**src/rtl/trfh_pkg.sv**
```systemverilog
// Package for the trace record FNV-1a hasher: shared types and constants.
// Used by trfh_ser, trfh_mix and the top level; depends on nothing.
package trfh_pkg;

  localparam int unsigned HashW = 64;

  // FNV-1a 64 offset basis and prime. The prime is 2^40 + 0x1B3.
  localparam logic [HashW-1:0] FnvBasis    = 64'hCBF2_9CE4_8422_2325;
  localparam int unsigned      FnvPrimeSh  = 40;
  localparam logic [8:0]       FnvPrimeLo  = 9'h1B3;

  // Largest error text length that is accepted; longer lengths saturate.
  localparam logic [15:0]      MaxErrorBytes = 16'hFFFF;

  // Input command codes.
  localparam logic CmdHeader    = 1'b0;
  localparam logic CmdErrorByte = 1'b1;

  // One request to the shared mixing unit.
  typedef struct packed {
    logic       step;
    logic [7:0] data;
  } mix_req_t;

  // Record fields captured by the serializer when a transaction starts.
  typedef struct packed {
    logic [7:0]  action;
    logic [63:0] record_time;
    logic [6:0]  present_mask;
    logic [63:0] event_ident;
    logic [63:0] cause_ident;
    logic [63:0] event_time;
    logic [7:0]  priority_code;
    logic [7:0]  kind_code;
    logic [7:0]  stop_code;
    logic [15:0] error_length;
  } rec_fields_t;

endpackage

```
**src/rtl/trfh_mix.sv**
```systemverilog
// Shared FNV-1a mixing unit: holds the running hash and folds in one byte per cycle
// while a step is requested. Depends on trfh_pkg.
module trfh_mix import trfh_pkg::*; (
  input  logic             clk_i,
  input  logic             rst_ni,
  input  mix_req_t         req_i,
  output logic [HashW-1:0] hash_o
);

  logic [HashW-1:0] hash_q, hash_d;
  logic [HashW-1:0] mixed;

  // Multiplying by 2^40 + 0x1B3 is a shift plus a narrow product, modulo 2^64.
  always_comb begin
    mixed  = hash_q ^ {{(HashW-8){1'b0}}, req_i.data};
    hash_d = hash_q;
    if (req_i.step) begin
      hash_d = (mixed << FnvPrimeSh) + HashW'(mixed * FnvPrimeLo);
    end
  end

  always_ff @(posedge clk_i or negedge rst_ni) begin
    if (!rst_ni) begin
      hash_q <= FnvBasis;
    end else begin
      hash_q <= hash_d;
    end
  end

  assign hash_o = hash_q;

endmodule

```
**src/rtl/trfh_ser.sv**
```systemverilog
// Byte serializer: walks the fields of a captured record and feeds the mixing unit
// one byte per cycle. Depends on trfh_pkg.
module trfh_ser import trfh_pkg::*; (
  input  logic        clk_i,
  input  logic        rst_ni,
  input  logic        start_i,
  input  logic        hdr_i,
  input  rec_fields_t fields_i,
  input  logic [7:0]  byte_i,
  output mix_req_t    req_o,
  output logic        last_o
);

  // Segment numbers: even ones from 2 up are presence bytes, odd ones from 3 up
  // are the optional field contents.
  localparam logic [3:0] SegAction   = 4'd0;
  localparam logic [3:0] SegRecTime  = 4'd1;
  localparam logic [3:0] SegIdent    = 4'd3;
  localparam logic [3:0] SegCause    = 4'd5;
  localparam logic [3:0] SegEvTime   = 4'd7;
  localparam logic [3:0] SegPriority = 4'd9;
  localparam logic [3:0] SegKind     = 4'd11;
  localparam logic [3:0] SegStop     = 4'd13;
  localparam logic [3:0] SegErrLen   = 4'd15;

  logic        active_q, active_d;
  logic        hdr_q, hdr_d;
  logic [3:0]  seg_q, seg_d;
  logic [2:0]  idx_q, idx_d;
  rec_fields_t fld_q, fld_d;

  logic [7:0]  mask_ext;
  logic [63:0] word;
  logic        wide_seg;
  logic        seg_end;
  logic [4:0]  seg_inc;
  logic [4:0]  seg_nxt;
  logic [7:0]  cur_byte;

  // Bit 0 stands for the record time, which is always present.
  assign mask_ext = {fld_q.present_mask, 1'b1};

  always_comb begin
    word     = 64'd0;
    wide_seg = 1'b1;
    case (seg_q)
      SegRecTime: word = fld_q.record_time;
      SegIdent:   word = fld_q.event_ident;
      SegCause:   word = fld_q.cause_ident;
      SegEvTime:  word = fld_q.event_time;
      SegErrLen:  word = {48'd0, fld_q.error_length};
      default:    wide_seg = 1'b0;
    endcase
  end

  always_comb begin
    case (seg_q) inside
      SegAction:   cur_byte = fld_q.action;
      SegRecTime, SegIdent, SegCause, SegEvTime, SegErrLen:
                   cur_byte = word[{idx_q, 3'b000} +: 8];
      SegPriority: cur_byte = fld_q.priority_code;
      SegKind:     cur_byte = fld_q.kind_code;
      SegStop:     cur_byte = fld_q.stop_code;
      default:     cur_byte = {7'd0, mask_ext[seg_q[3:1]]};
    endcase
  end

  // Absent content segments are skipped straight to the next presence byte.
  always_comb begin
    seg_end = !wide_seg || (idx_q == 3'd7);
    seg_inc = {1'b0, seg_q} + 5'd1;
    seg_nxt = seg_inc;
    if (seg_inc[0] && !seg_inc[4] && !mask_ext[seg_inc[3:1]]) begin
      seg_nxt = seg_inc + 5'd1;
    end
    last_o = active_q && seg_end && (!hdr_q || seg_nxt[4]);
  end

  always_comb begin
    active_d = active_q;
    hdr_d    = hdr_q;
    seg_d    = seg_q;
    idx_d    = idx_q;
    fld_d    = fld_q;
    if (start_i) begin
      active_d = 1'b1;
      hdr_d    = hdr_i;
      seg_d    = SegAction;
      idx_d    = 3'd0;
      fld_d    = fields_i;
      if (!hdr_i) begin
        fld_d.action = byte_i;
      end
    end else if (active_q) begin
      if (last_o) begin
        active_d = 1'b0;
      end else if (seg_end) begin
        seg_d = seg_nxt[3:0];
        idx_d = 3'd0;
      end else begin
        idx_d = idx_q + 3'd1;
      end
    end
  end

  always_ff @(posedge clk_i or negedge rst_ni) begin
    if (!rst_ni) begin
      active_q <= 1'b0;
      hdr_q    <= 1'b0;
      seg_q    <= SegAction;
      idx_q    <= 3'd0;
    end else begin
      active_q <= active_d;
      hdr_q    <= hdr_d;
      seg_q    <= seg_d;
      idx_q    <= idx_d;
    end
  end

  always_ff @(posedge clk_i) begin
    fld_q <= fld_d;
  end

  assign req_o.step = active_q;
  assign req_o.data = cur_byte;

endmodule

```
**src/rtl/trace_record_fnv1a_hasher.sv**
```systemverilog
// Top level of the trace record FNV-1a hasher.
// Depends on trfh_pkg, trfh_ser and trfh_mix.
//
// This block keeps a running 64-bit FNV-1a signature over a stream of trace
// records and returns one result transaction for every input transaction. A
// header transaction is serialized into bytes (action, record time, then a
// presence byte and the content of each optional field) and each byte is folded
// into the hash by a single multiply-add unit, one byte per clock cycle. A
// header has 16 bytes at least and 51 at most. An error text transaction
// folds in its one text byte, and an item that is ignored (tracing disabled
// or out of sequence) folds in nothing. The input is not ready while an item
// is being hashed or while its result waits to be handed off. A
// finished result sits in an output register, so the next input transaction is
// taken while the previous result still waits for the consumer. When tracing is
// disabled the result carries a zero hash with hash_valid low and the state is
// untouched. A header that arrives while error text is still pending, or an
// error byte that arrives when none is expected, is ignored and flagged with
// sequence_error. The trace enable register is written through its own channel
// and should only be changed while the block is idle.
module trace_record_fnv1a_hasher import trfh_pkg::*; #(
  parameter logic [15:0] MaxErrBytes = MaxErrorBytes
) (
  input  logic        clk_i,
  input  logic        rst_ni,

  input  logic        cfg_valid_i,
  output logic        cfg_ready_o,
  input  logic        cfg_trace_enabled_i,

  input  logic        in_valid_i,
  output logic        in_ready_o,
  input  logic        command_i,
  input  logic [7:0]  action_i,
  input  logic [63:0] record_time_i,
  input  logic [6:0]  present_mask_i,
  input  logic [63:0] event_ident_i,
  input  logic [63:0] cause_ident_i,
  input  logic [63:0] event_time_i,
  input  logic [7:0]  priority_code_i,
  input  logic [7:0]  kind_code_i,
  input  logic [7:0]  stop_code_i,
  input  logic [15:0] error_length_i,
  input  logic [7:0]  error_byte_i,

  output logic        out_valid_o,
  input  logic        out_ready_i,
  output logic [63:0] hash_value_o,
  output logic        hash_valid_o,
  output logic        sequence_error_o
);

  // Sequencer states: waiting for a transaction, hashing bytes, handing off.
  localparam logic [1:0] StIdle = 2'd0;
  localparam logic [1:0] StRun  = 2'd1;
  localparam logic [1:0] StFin  = 2'd2;

  logic [1:0]  state_q, state_d;
  logic        enabled_q, enabled_d;
  logic [15:0] left_q, left_d;
  logic        pend_en_q, pend_en_d;
  logic        pend_seq_q, pend_seq_d;

  logic        out_valid_q, out_valid_d;
  logic [63:0] out_hash_q, out_hash_d;
  logic        out_hv_q, out_hv_d;
  logic        out_seq_q, out_seq_d;

  logic        in_fire;
  logic        ser_start;
  logic        ser_last;
  logic        out_load;
  logic [15:0] sat_len;
  logic [63:0] hash;
  mix_req_t    mix_req;
  rec_fields_t fields;

  assign cfg_ready_o = 1'b1;
  assign in_ready_o  = (state_q == StIdle);
  assign in_fire     = in_valid_i && in_ready_o;

  // The error text length saturates at the configured maximum; that value is
  // both hashed and used as the count of text bytes to come.
  assign sat_len = (error_length_i > MaxErrBytes) ? MaxErrBytes : error_length_i;

  always_comb begin
    fields.action        = action_i;
    fields.record_time   = record_time_i;
    fields.present_mask  = present_mask_i;
    fields.event_ident   = event_ident_i;
    fields.cause_ident   = cause_ident_i;
    fields.event_time    = event_time_i;
    fields.priority_code = priority_code_i;
    fields.kind_code     = kind_code_i;
    fields.stop_code     = stop_code_i;
    fields.error_length  = sat_len;
  end

  // The result register is free when empty or when its content leaves now.
  assign out_load = (state_q == StFin) && (!out_valid_q || out_ready_i);

  always_comb begin
    state_d    = state_q;
    enabled_d  = enabled_q;
    left_d     = left_q;
    pend_en_d  = pend_en_q;
    pend_seq_d = pend_seq_q;
    ser_start  = 1'b0;

    if (cfg_valid_i) begin
      enabled_d = cfg_trace_enabled_i;
    end

    unique case (state_q)
      StIdle: begin
        if (in_fire) begin
          pend_en_d  = enabled_q;
          pend_seq_d = 1'b0;
          state_d    = StFin;
          if (enabled_q) begin
            if (command_i == CmdHeader) begin
              if (left_q != 16'd0) begin
                pend_seq_d = 1'b1;
              end else begin
                ser_start = 1'b1;
                state_d   = StRun;
                if (present_mask_i[6]) begin
                  left_d = sat_len;
                end
              end
            end else begin
              if (left_q == 16'd0) begin
                pend_seq_d = 1'b1;
              end else begin
                ser_start = 1'b1;
                state_d   = StRun;
                left_d    = left_q - 16'd1;
              end
            end
          end
        end
      end
      StRun: begin
        if (ser_last) begin
          state_d = StFin;
        end
      end
      StFin: begin
        if (out_load) begin
          state_d = StIdle;
        end
      end
      default: state_d = StIdle;
    endcase
  end

  always_comb begin
    out_valid_d = out_valid_q;
    out_hash_d  = out_hash_q;
    out_hv_d    = out_hv_q;
    out_seq_d   = out_seq_q;
    if (out_load) begin
      out_valid_d = 1'b1;
      out_hash_d  = pend_en_q ? hash : 64'd0;
      out_hv_d    = pend_en_q;
      out_seq_d   = pend_seq_q;
    end else if (out_ready_i) begin
      out_valid_d = 1'b0;
    end
  end

  always_ff @(posedge clk_i or negedge rst_ni) begin
    if (!rst_ni) begin
      state_q     <= StIdle;
      enabled_q   <= 1'b0;
      left_q      <= 16'd0;
      pend_en_q   <= 1'b0;
      pend_seq_q  <= 1'b0;
      out_valid_q <= 1'b0;
    end else begin
      state_q     <= state_d;
      enabled_q   <= enabled_d;
      left_q      <= left_d;
      pend_en_q   <= pend_en_d;
      pend_seq_q  <= pend_seq_d;
      out_valid_q <= out_valid_d;
    end
  end

  always_ff @(posedge clk_i) begin
    out_hash_q <= out_hash_d;
    out_hv_q   <= out_hv_d;
    out_seq_q  <= out_seq_d;
  end

  trfh_ser u_ser (
    .clk_i    (clk_i),
    .rst_ni   (rst_ni),
    .start_i  (ser_start),
    .hdr_i    (command_i == CmdHeader),
    .fields_i (fields),
    .byte_i   (error_byte_i),
    .req_o    (mix_req),
    .last_o   (ser_last)
  );

  trfh_mix u_mix (
    .clk_i  (clk_i),
    .rst_ni (rst_ni),
    .req_i  (mix_req),
    .hash_o (hash)
  );

  assign out_valid_o      = out_valid_q;
  assign hash_value_o     = out_hash_q;
  assign hash_valid_o     = out_hv_q;
  assign sequence_error_o = out_seq_q;

endmodule

```
**config.mk**
```make
export PLATFORM = sky130hd
export DESIGN_NAME = trace_record_fnv1a_hasher
export DESIGN_NICKNAME = d
export VERILOG_FILES = /design/src/rtl/trfh_pkg.sv /design/src/rtl/trfh_mix.sv /design/src/rtl/trfh_ser.sv /design/src/rtl/trace_record_fnv1a_hasher.sv
export SDC_FILE = /design/constraint.sdc
export NUM_CORES = 1
export LEC_CHECK = 0
export ABC_AREA = 1
export BUFFER_PORTS_ARGS = -buffer_cell sky130_fd_sc_hd__buf_4
export CORE_ASPECT_RATIO = 1.1
export CORE_UTILIZATION = 50
export DETAILED_ROUTE_END_ITERATION = 6
export PLACE_DENSITY = 0.7
export SLEW_MARGIN = 20
export SYNTH_ARGS = -nofsm -noshare
export SYNTH_HDL_FRONTEND = slang
export SYNTH_HIERARCHICAL = 1
export SYNTH_SLANG_ARGS = --single-unit
```
**constraint.sdc**
```tcl
create_clock -name clk_i -period 10.9 [get_ports clk_i]
set_clock_uncertainty 0.1 [all_clocks]
set_input_delay 1.635 -clock clk_i [delete_from_list [all_inputs] [get_ports clk_i]]
set_output_delay 1.635 -clock clk_i [all_outputs]
set_load 0.1 [all_outputs]
```
## Yosys cells after proc, flatten, opt, wreduce, memory -nomap -nowiden

Cells that the tools add are included.

- Output and inout bits: 69
- Flip-flop bits (word level): 472
- Word-level logic and storage cells: 130

- Magnitude comparators: 3
- Bitwise gates (word level): 2
- Shifts and indexed selects: 1
- Multiply operators: 1
- Add/subtract/negate cells: 5
- Equality and inequality tests: 17
- Muxes and demuxes: 49
- Reductions and logical operators: 28

Operator list:

| operator | number |
|---|---|
| 64-bit one-hot mux with 5 select lines | 1 |
| 16-bit 2-to-1 mux | 5 |
| 64-bit adder | 1 |
| 64-bit by 9-bit multiplier with 64-bit output (second input constant) | 1 |
| 64-bit by 7-bit indexed part select with 8-bit output | 1 |
| 64-bit by 8-bit bitwise XOR with 64-bit output | 1 |
| 8-bit 2-to-1 mux | 6 |
| 1-bit 2-to-1 mux | 18 |
| 4-bit equality test (second input constant) | 4 |
| 16-bit > comparator (second input constant) | 1 |
| 16-bit logical NOT | 1 |
| 4-bit 2-to-1 mux | 4 |
| 16-bit nonzero test | 1 |
| 16-bit by 1-bit subtractor with 16-bit output (second input constant) | 1 |
| 2-bit 2-to-1 mux | 7 |
| 3-bit 2-to-1 mux | 4 |
| 2-bit inequality test (second input constant) | 5 |
| 4-bit by 3-bit equality test with 1-bit output (second input constant) | 2 |
| 3-bit by 4-bit less-than comparator with 1-bit output (second input constant) | 2 |
| 2-bit nonzero test | 4 |
| 1-bit binary-select mux with 3-bit select | 2 |
| 1-bit logical AND | 6 |
| 2-bit one-hot mux with 3 select lines | 1 |
| 3-bit AND reduction | 2 |
| 18 further kinds | 25 |

## Logic depth before layout (Yosys ltp)

Gate-level depths: netlist (run 1).

- Word-level depth: 11
- Mapped depth: 40
- Gate-level depth less buffers: 37

## Modules after synthesis

The synthesis (run 1) kept the hierarchy.

Modules (own cells, without submodules):

| module | sequential area each (µm²) | cells an instance | instances | area an instance (µm²) |
|---|---|---|---|---|
| trfh_mix | 1636.6 | 2366 | 1 | 16642.2 |
| trfh_ser | 9564.2 | 1297 | 1 | 13930.9 |
| trace_record_fnv1a_hasher | 2532.4 | 446 | 1 | 4083.9 |

## Least setup slack after synthesis (run 1)

No wires, ideal clock.

- Kind: input -> register
- Start point: input port in_valid_i
- End point: register u_ser.seg_q[3]
- Required time: 10.674 ns
- Setup slack: 0.614 ns
- Library setup time: 0.126 ns
- Data arrival time: 10.060 ns
- Stages: 11
- Cells stage by stage: nand2_1 > nor2_8 > nand3_2 > inv_1 > inv_1 > nand2_1 > o21ai_1 > inv_1 > nand2_1 > nand2_1 > nand2_1

- Word-level cells in the longest chain between the ends: 5
- Elaborated cells between the ends (all ways): 8
- Classes of those cells: 1 x eq/ne; 3 x mux; 4 x reduce/logical

RTL lines:

| element | line | source |
|---|---|---|
| start, declared | trace_record_fnv1a_hasher.sv:30 | `input logic in_valid_i,` |
| 1-bit logical AND (*) | trace_record_fnv1a_hasher.sv:79 | `assign in_fire = in_valid_i && in_ready_o;` |
| 1-bit 2-to-1 mux (*) | trace_record_fnv1a_hasher.sv:115 | `if (in_fire) begin` |
| 1-bit 2-to-1 mux (*) | trace_record_fnv1a_hasher.sv:113 | `unique case (state_q)` |
| via ser_start | trace_record_fnv1a_hasher.sv:69 | `logic ser_start;` |
| 2-bit inequality test (no source line) or 2-bit nonzero test (tied branches) | - |  |
| 3-bit AND reduction (no source line) | - |  |
| end signal, assigned | trfh_ser.sv:110 | `seg_q <= SegAction;` |
| end signal, assigned | trfh_ser.sv:115 | `seg_q <= seg_d;` |
| end, declared | trfh_ser.sv:28 | `logic [3:0] seg_q, seg_d;` |

Mark *: on every way through the listed nets, which the timed path passes. The rest lies on a longest branch.
A chain may end at the register's enable or synchronous reset.

==> results.md, run 1 <==
* I/O pins at 395
* Wire per inst at 21.0 um
* Buffers added on ports at 393
* Drt first pass iters at 7
* # DRC at 1
* Grt total ovfl at 0
* Detailed Route Iter0 Violations at 2254
* Slew HR at 27.5%
* Hold path cells at 0
* Post-synthesis adder-cell area fraction at 19.5%
* Crit path top cell by count: nand2_1
* Combinational family with the most area after synthesis: simple AND/OR/NAND/NOR gates
* Most common cell after layout, fill and taps aside: nand2_1
* Compound-Gate Fraction of Synth Area at 2.76%
* Post-DP HPWL at 91.0 mm
* Routed vias/inst at 5.15
* RSZ-0062 raised after global routing: no
* Part of the cycle the worst path needs at 75.1%
* Failing checks: design-rule violations
* Final Hold Fails at 0
* Max Buffers Root-to-Sink at 3
* H-tree lvl count at 2
* Cell variety after synth at 49
* Routed WL at 113 mm
* Gp weighted congestion at 1.01
* Synthesized area per cell at 8.43 sq um
* Core footprint at 0.0681 sq mm
* XOR/XNOR share of the synthesized area at 2.43%
* Worst setup path class: flip-flop to flip-flop
* CP max stage delay at 720 ps
* Die H at 278 um
* Worst-path fanout max at 83
* # rows at 100
* Critical Path Sink Type: flip-flop
* Fraction of layout cells with a size suffix above 1 at 13.2%
* Most frequent cells in the layout: nand2_1 (1161), inv_1 (962), buf_4 (411)
* Worst r2r dst: u_mix/hash_o[62]
* Max-cap violations at 0
* Post-synthesis async set-or-reset flop share at 20.1%
* Routed via count at 27800
* Synth area leaders: edfxtp_1 (33%), nand2_1 (13%), fa_1 (12%)
* Final #Nets at 5173
* Reg2Reg Depth at 32
* Post-CTS Hold Buffers at 0
* Post-synthesis sequential area ratio at 39.6%
* Vias in the first global route at 28300
* Synth warn at 6
* Synthesized area at 0.0347 sq mm
* Hold Crit Class: flip-flop to flip-flop
* Worst min-delay path startpoint: pend_seq_q
* Clk Tree Root Cell: clkbuf_16
* Yosys top cell area share at 32.7%
* Critical Path RT at 11340 ps
* Die area at 0.0704 sq mm
* First-pass GRT wire length at 170 mm
* CP max-delay cell: buf_4
* Yosys reg bits at 472
* Min cycle time layout at 8190 ps
* Chip width at 253 um
* Area growth syn-to-layout at 14.8%
* CTS resizes at 0
* Critical path arrival at 8630 ps
* Synth Instances at 4109
* Simple-gate share of the synthesized area at 22.4%
* R2R Setup Slk at 2710 ps
* Clk slew on worst S/H paths at 70 ps
* Area leader, netlist: edfxtp_1
* Initial core utilization at 50.9%
* Clk_lat worst skew at 640 ps
* EDFF count, synth at 377
* CP Launch Type: flip-flop
* Number of routed nets with antenna violations at 0
* Syn_nets at 4849
* Max Slew Vio Count at 0
* Initial antenna violation count at 3
* Num CTS Buffers at 52
* Total track usage at 32.7%
* Status: complete, but fails checks
* Least-Margin Pin Slew at 1090 ps
* Footprint of the multi-input gates at 0.0164 sq mm
* Fill count at 6216
* Hold Path Sink: sequence_error_o
* TNS Setup at 0 ps
* Max Freq at 0.122 GHz
* # setup viols final at 0
* Pin count of the biggest net entering global routing at 88
* # clock sinks at 472
* Post-synthesis mux area share at 0.289%
* Synth Flop Type: edfxtp_1
* CTS tree: done
* Reg-to-Reg Start: u_ser/seg_q[3]
* Register area at 0.0137 sq mm
* Setup bufs post-CTS at 0
cells in the mapped netlist, types with 7 or more instances:
master and number:
a21oi_1 58, buf_1 9, buf_2 25, buf_4 63, buf_6 8, clkbuf_1 36, dfrtp_1 67, dfstp_2 28
edfxtp_1 377, fa_1 210, ha_1 204, inv_1 963, inv_2 9, mux2_2 8, nand2_1 1161, nand2_2 7
nand3_1 275, nand3_2 13, nand3b_1 8, nand4_1 65, nor2_1 245, nor2_2 10, nor2_4 9, nor3_1 9
o21ai_0 58, o21ai_1 12, o21bai_1 18, o22ai_1 18, xnor2_1 47, xor2_1 49
kinds of logic after synthesis:
group	after synthesis
AND/OR/NAND/NOR	1830
buffers and inverters	1115
flip-flops	472
adder cells (fa/ha/maj)	414
AO/OA/AOI/OAI	172
XOR/XNOR	96
multiplexers	9
other	1
worst max path at each step:
stage / cells past startpoint / start / endpoint
final: 32 / u_ser/seg_q[3] / u_mix/hash_o[62]
after global routing: 36 / u_ser/seg_q[1] / u_mix/hash_o[59]
after CTS: 34 / u_ser/seg_q[1] / u_mix/hash_o[62]
after detailed placement: 34 / u_ser/seg_q[1] / u_mix/hash_o[62]
after global placement: 33 / u_ser/seg_q[3] / u_mix/hash_o[62]
after floorplan: 11 / in_valid_i / u_ser/seg_q[3]
critical path: cells and delay by family (launching register included):
kind | cells | cell delay (ps)
compound gates | 1 | 260
simple gates | 19 | 2940
buf+inv | 4 | 1030
xor+xnor | 2 | 620
fa+ha+maj | 6 | 2440
flops | 1 | 610
metal layers:
| layer | wire, um | track usage [%] |
|---|---|---|
| met2 | 57200 | 58.1 |
| met5 | 13 | 0 |
| met1 | 42600 | 38.9 |
| met4 | 6130 | 15.9 |
| met3 | 7060 | 4.05 |
cell type report:
type                       count  area share [%]
multi-input combinational   2522            41.3
sequential                   472            34.5
inverter                     974            9.21
timing repair buffer         411            7.76
clock buffer                  59            3.34
tap                          918            2.89
clock inverter                35           0.984
antenna                        2          0.0126
state kept, by name, summed over array words and instances, names as in the netlist:
signal / cells
u_ser/fld_q: 311
hash_value_o: 64
u_mix/hash_o: 64
left_q: 16
u_ser/seg_q: 4
u_ser/idx_q: 3
state_q: 2
enabled_q: 1
hash_valid_o: 1
out_valid_o: 1
pend_en_q: 1
pend_seq_q: 1
sequence_error_o: 1
u_ser/active_q: 1
u_ser/hdr_q: 1
per-stage QoR:
stage	area, sq um	cells	hold WS, ps	utilization [%]	worst slack (ps)
2_1_floorplan	34700	4109	325	-	614
3_3_place_gp	38100	5297	334	55.9	2840
3_5_place_dp	38100	5297	332	55.9	2840
4_1_cts	39800	5391	347	58.4	2790
5_1_grt	39800	5393	355	58.4	2270
6_report	39800	5393	347	58.4	2710
Power of run 1 is not shown: default switching activity piles up to over one toggle a cycle in this logic, so the estimate is an artifact.
==> run 2, diff against run 1 <==
clock period = 8.5 ns   (was 10.9 ns; I/O delays follow)
==> run 2 against run 1 <==
  * The flow now finishes without violations
  * Register-to-register slack worse by 1600 ps
  * Utilization is 0.26 points higher
  * Global-route usage is 0.41 points lower
  * Flip-flop and latch count stayed put
  * Critical path depth stayed put
  * Worst hold slack better by 9.2 ps
  * First-iteration DRC count is 3.3% higher
  * Sequential share of layout area is 0.15 points lower
  * Die area stayed put
  * Fmax is 11% higher
  * Highest routed layer unchanged
==> results.md, run 2 (synthesis results as in run 1) <==
* Status: finished clean
* Critical Path RT at 8930 ps
* Post-DP HPWL at 90.3 mm
* Most common cell after layout, fill and taps aside: nand2_1
* Part of the cycle the worst path needs at 87.1%
* TNS Setup at 0 ps
* Vias in the first global route at 27800
* R2R Setup Slk at 1100 ps
* Top Layer Used: met5
* Post-CTS Hold Buffers at 0
* Hold Path Sink: sequence_error_o
* Routed via count at 27600
* Crit path top cell by count: nand2_1
* Critical path arrival at 7830 ps
* Slew HR at 31.4%
* Pin count of the biggest net entering global routing at 178
* Worst setup path class: flip-flop to flip-flop
* Critical Path Sink Type: flip-flop
* Buffers added on ports at 393
* Area growth syn-to-layout at 15.3%
* Final Hold Fails at 0
* RSZ-0062 raised after global routing: no
* CTS resizes at 0
* Register area at 0.0137 sq mm
* Met1 Wirelength at 41.7 mm
* Worst r2r dst: u_mix/hash_o[54]
* Clk Tree Root Cell: clkbuf_16
* Clk_lat worst skew at 620 ps
* Min cycle time layout at 7400 ps
* Total track usage at 32.3%
* Gp weighted congestion at 1.01
* Most frequent cells in the layout: nand2_1 (1161), inv_1 (962), buf_4 (415)
* Routed vias/inst at 5.09
* Setup bufs post-CTS at 0
* CP Launch Type: flip-flop
* CP delay by family, top: simple AND/OR/NAND/NOR gates
* Reg with most FFs: u_ser/fld_q
* Fill count at 6270
* Worst min-delay path startpoint: pend_seq_q
* Reg2Reg Depth at 32
* Footprint of the multi-input gates at 0.0164 sq mm
* Reg-to-Reg Start: u_ser/seg_q[1]
* H-tree lvl count at 2
* Hold Crit Class: flip-flop to flip-flop
* Drt first pass iters at 7
* CTS tree: done
* Die H at 278 um
* Routed WL at 111 mm
* Buffers and inverters on the worst path at 3
* Least-Margin Pin Slew at 1030 ps
* CP max stage delay at 530 ps
* Final #Nets at 5180
* Grt total ovfl at 0
* Clk slew on worst S/H paths at 70 ps
* Num CTS Buffers at 52
* Initial antenna violation count at 9
* Core footprint at 0.0681 sq mm
* # clock sinks at 472
* Hold path cells at 0
* Worst-path fanout max at 18
* Max-cap violations at 0
* Met2 routed WL at 55.9 mm
* Chip width at 253 um
* CP max-delay cell: fa_1
* I/O pins at 395
* First-pass GRT wire length at 167 mm
* Max Buffers Root-to-Sink at 3
* Detailed Route Iter0 Violations at 2329
* Max Freq at 0.135 GHz
* Initial core utilization at 50.9%
* Max Slew Vio Count at 0
* Wire per inst at 20.5 um
* Die area at 0.0704 sq mm
* # DRC at 0
* # rows at 100
* # setup viols final at 0
* Fraction of layout cells with a size suffix above 1 at 13.6%
* Number of routed nets with antenna violations at 0
* Max reg flops at 311
* DR WL met3 at 6.68 mm
## run 2: changes by cell type in the layout (fill, tap and decap cells not counted), sizes merged
cell      delta
diode        +6
clkbuf       -1
clkinvlp     +2
clkinv       -4
inv          +4
bufinv       +2
buf          +7
## run 2: final cells by class
class                      instances  area share, %
timing repair buffer             418           7.95
clock inverter                    39           1.17
tap                              918           2.87
multi-input combinational       2522           41.1
inverter                         974           9.16
clock buffer                      58           3.31
sequential                       472           34.4
antenna                            8         0.0501
## run 2: routing by layer
layer / up-vias / GRT usage [%]
met4: 2 / 17.1
met2: 1039 / 56.5
met5: - / 0
met1: 13000 / 38.5
met3: 233 / 4.02
li1: 13200 / -
## run 2: how the worst max path moves through the flow
stage | end | cells past startpoint | startpoint
final | u_mix/hash_o[54] | 32 | u_ser/seg_q[1]
after global routing | u_mix/hash_o[62] | 34 | u_ser/seg_q[1]
after CTS | u_mix/hash_o[62] | 34 | u_ser/seg_q[1]
after detailed placement | u_mix/hash_o[62] | 34 | u_ser/seg_q[1]
after global placement | u_mix/hash_o[62] | 34 | u_ser/seg_q[1]
after floorplan | u_ser/seg_q[3] | 12 | command_i
## run 2: through the flow
stage / utilization [%] / setup WS (ps) / instance area, sq um / std cells / hold WS [ps]
finish: 58.7 / 1100 / 40000 / 5409 / 356
global route: 58.7 / 720 / 40000 / 5409 / 380
floorplan: - / 1400 / 34700 / 4109 / 325
detailed placement: 56.0 / 1190 / 38100 / 5304 / 340
CTS: 58.7 / 1150 / 39900 / 5401 / 357
global placement: 56.0 / 1260 / 38100 / 5304 / 343
## run 2: worst register-to-register path: cells and delay by family, from the launching register on
kind                     cells  cell delay [ps]
AO/OA/AOI/OAI                1              190
AND/OR/NAND/NOR             19             2860
XOR/XNOR                     2              560
buffers and inverters        3              460
flip-flops                   1              490
adder cells (fa/ha/maj)      7             2670
Power of run 2 is left out for the same reason.
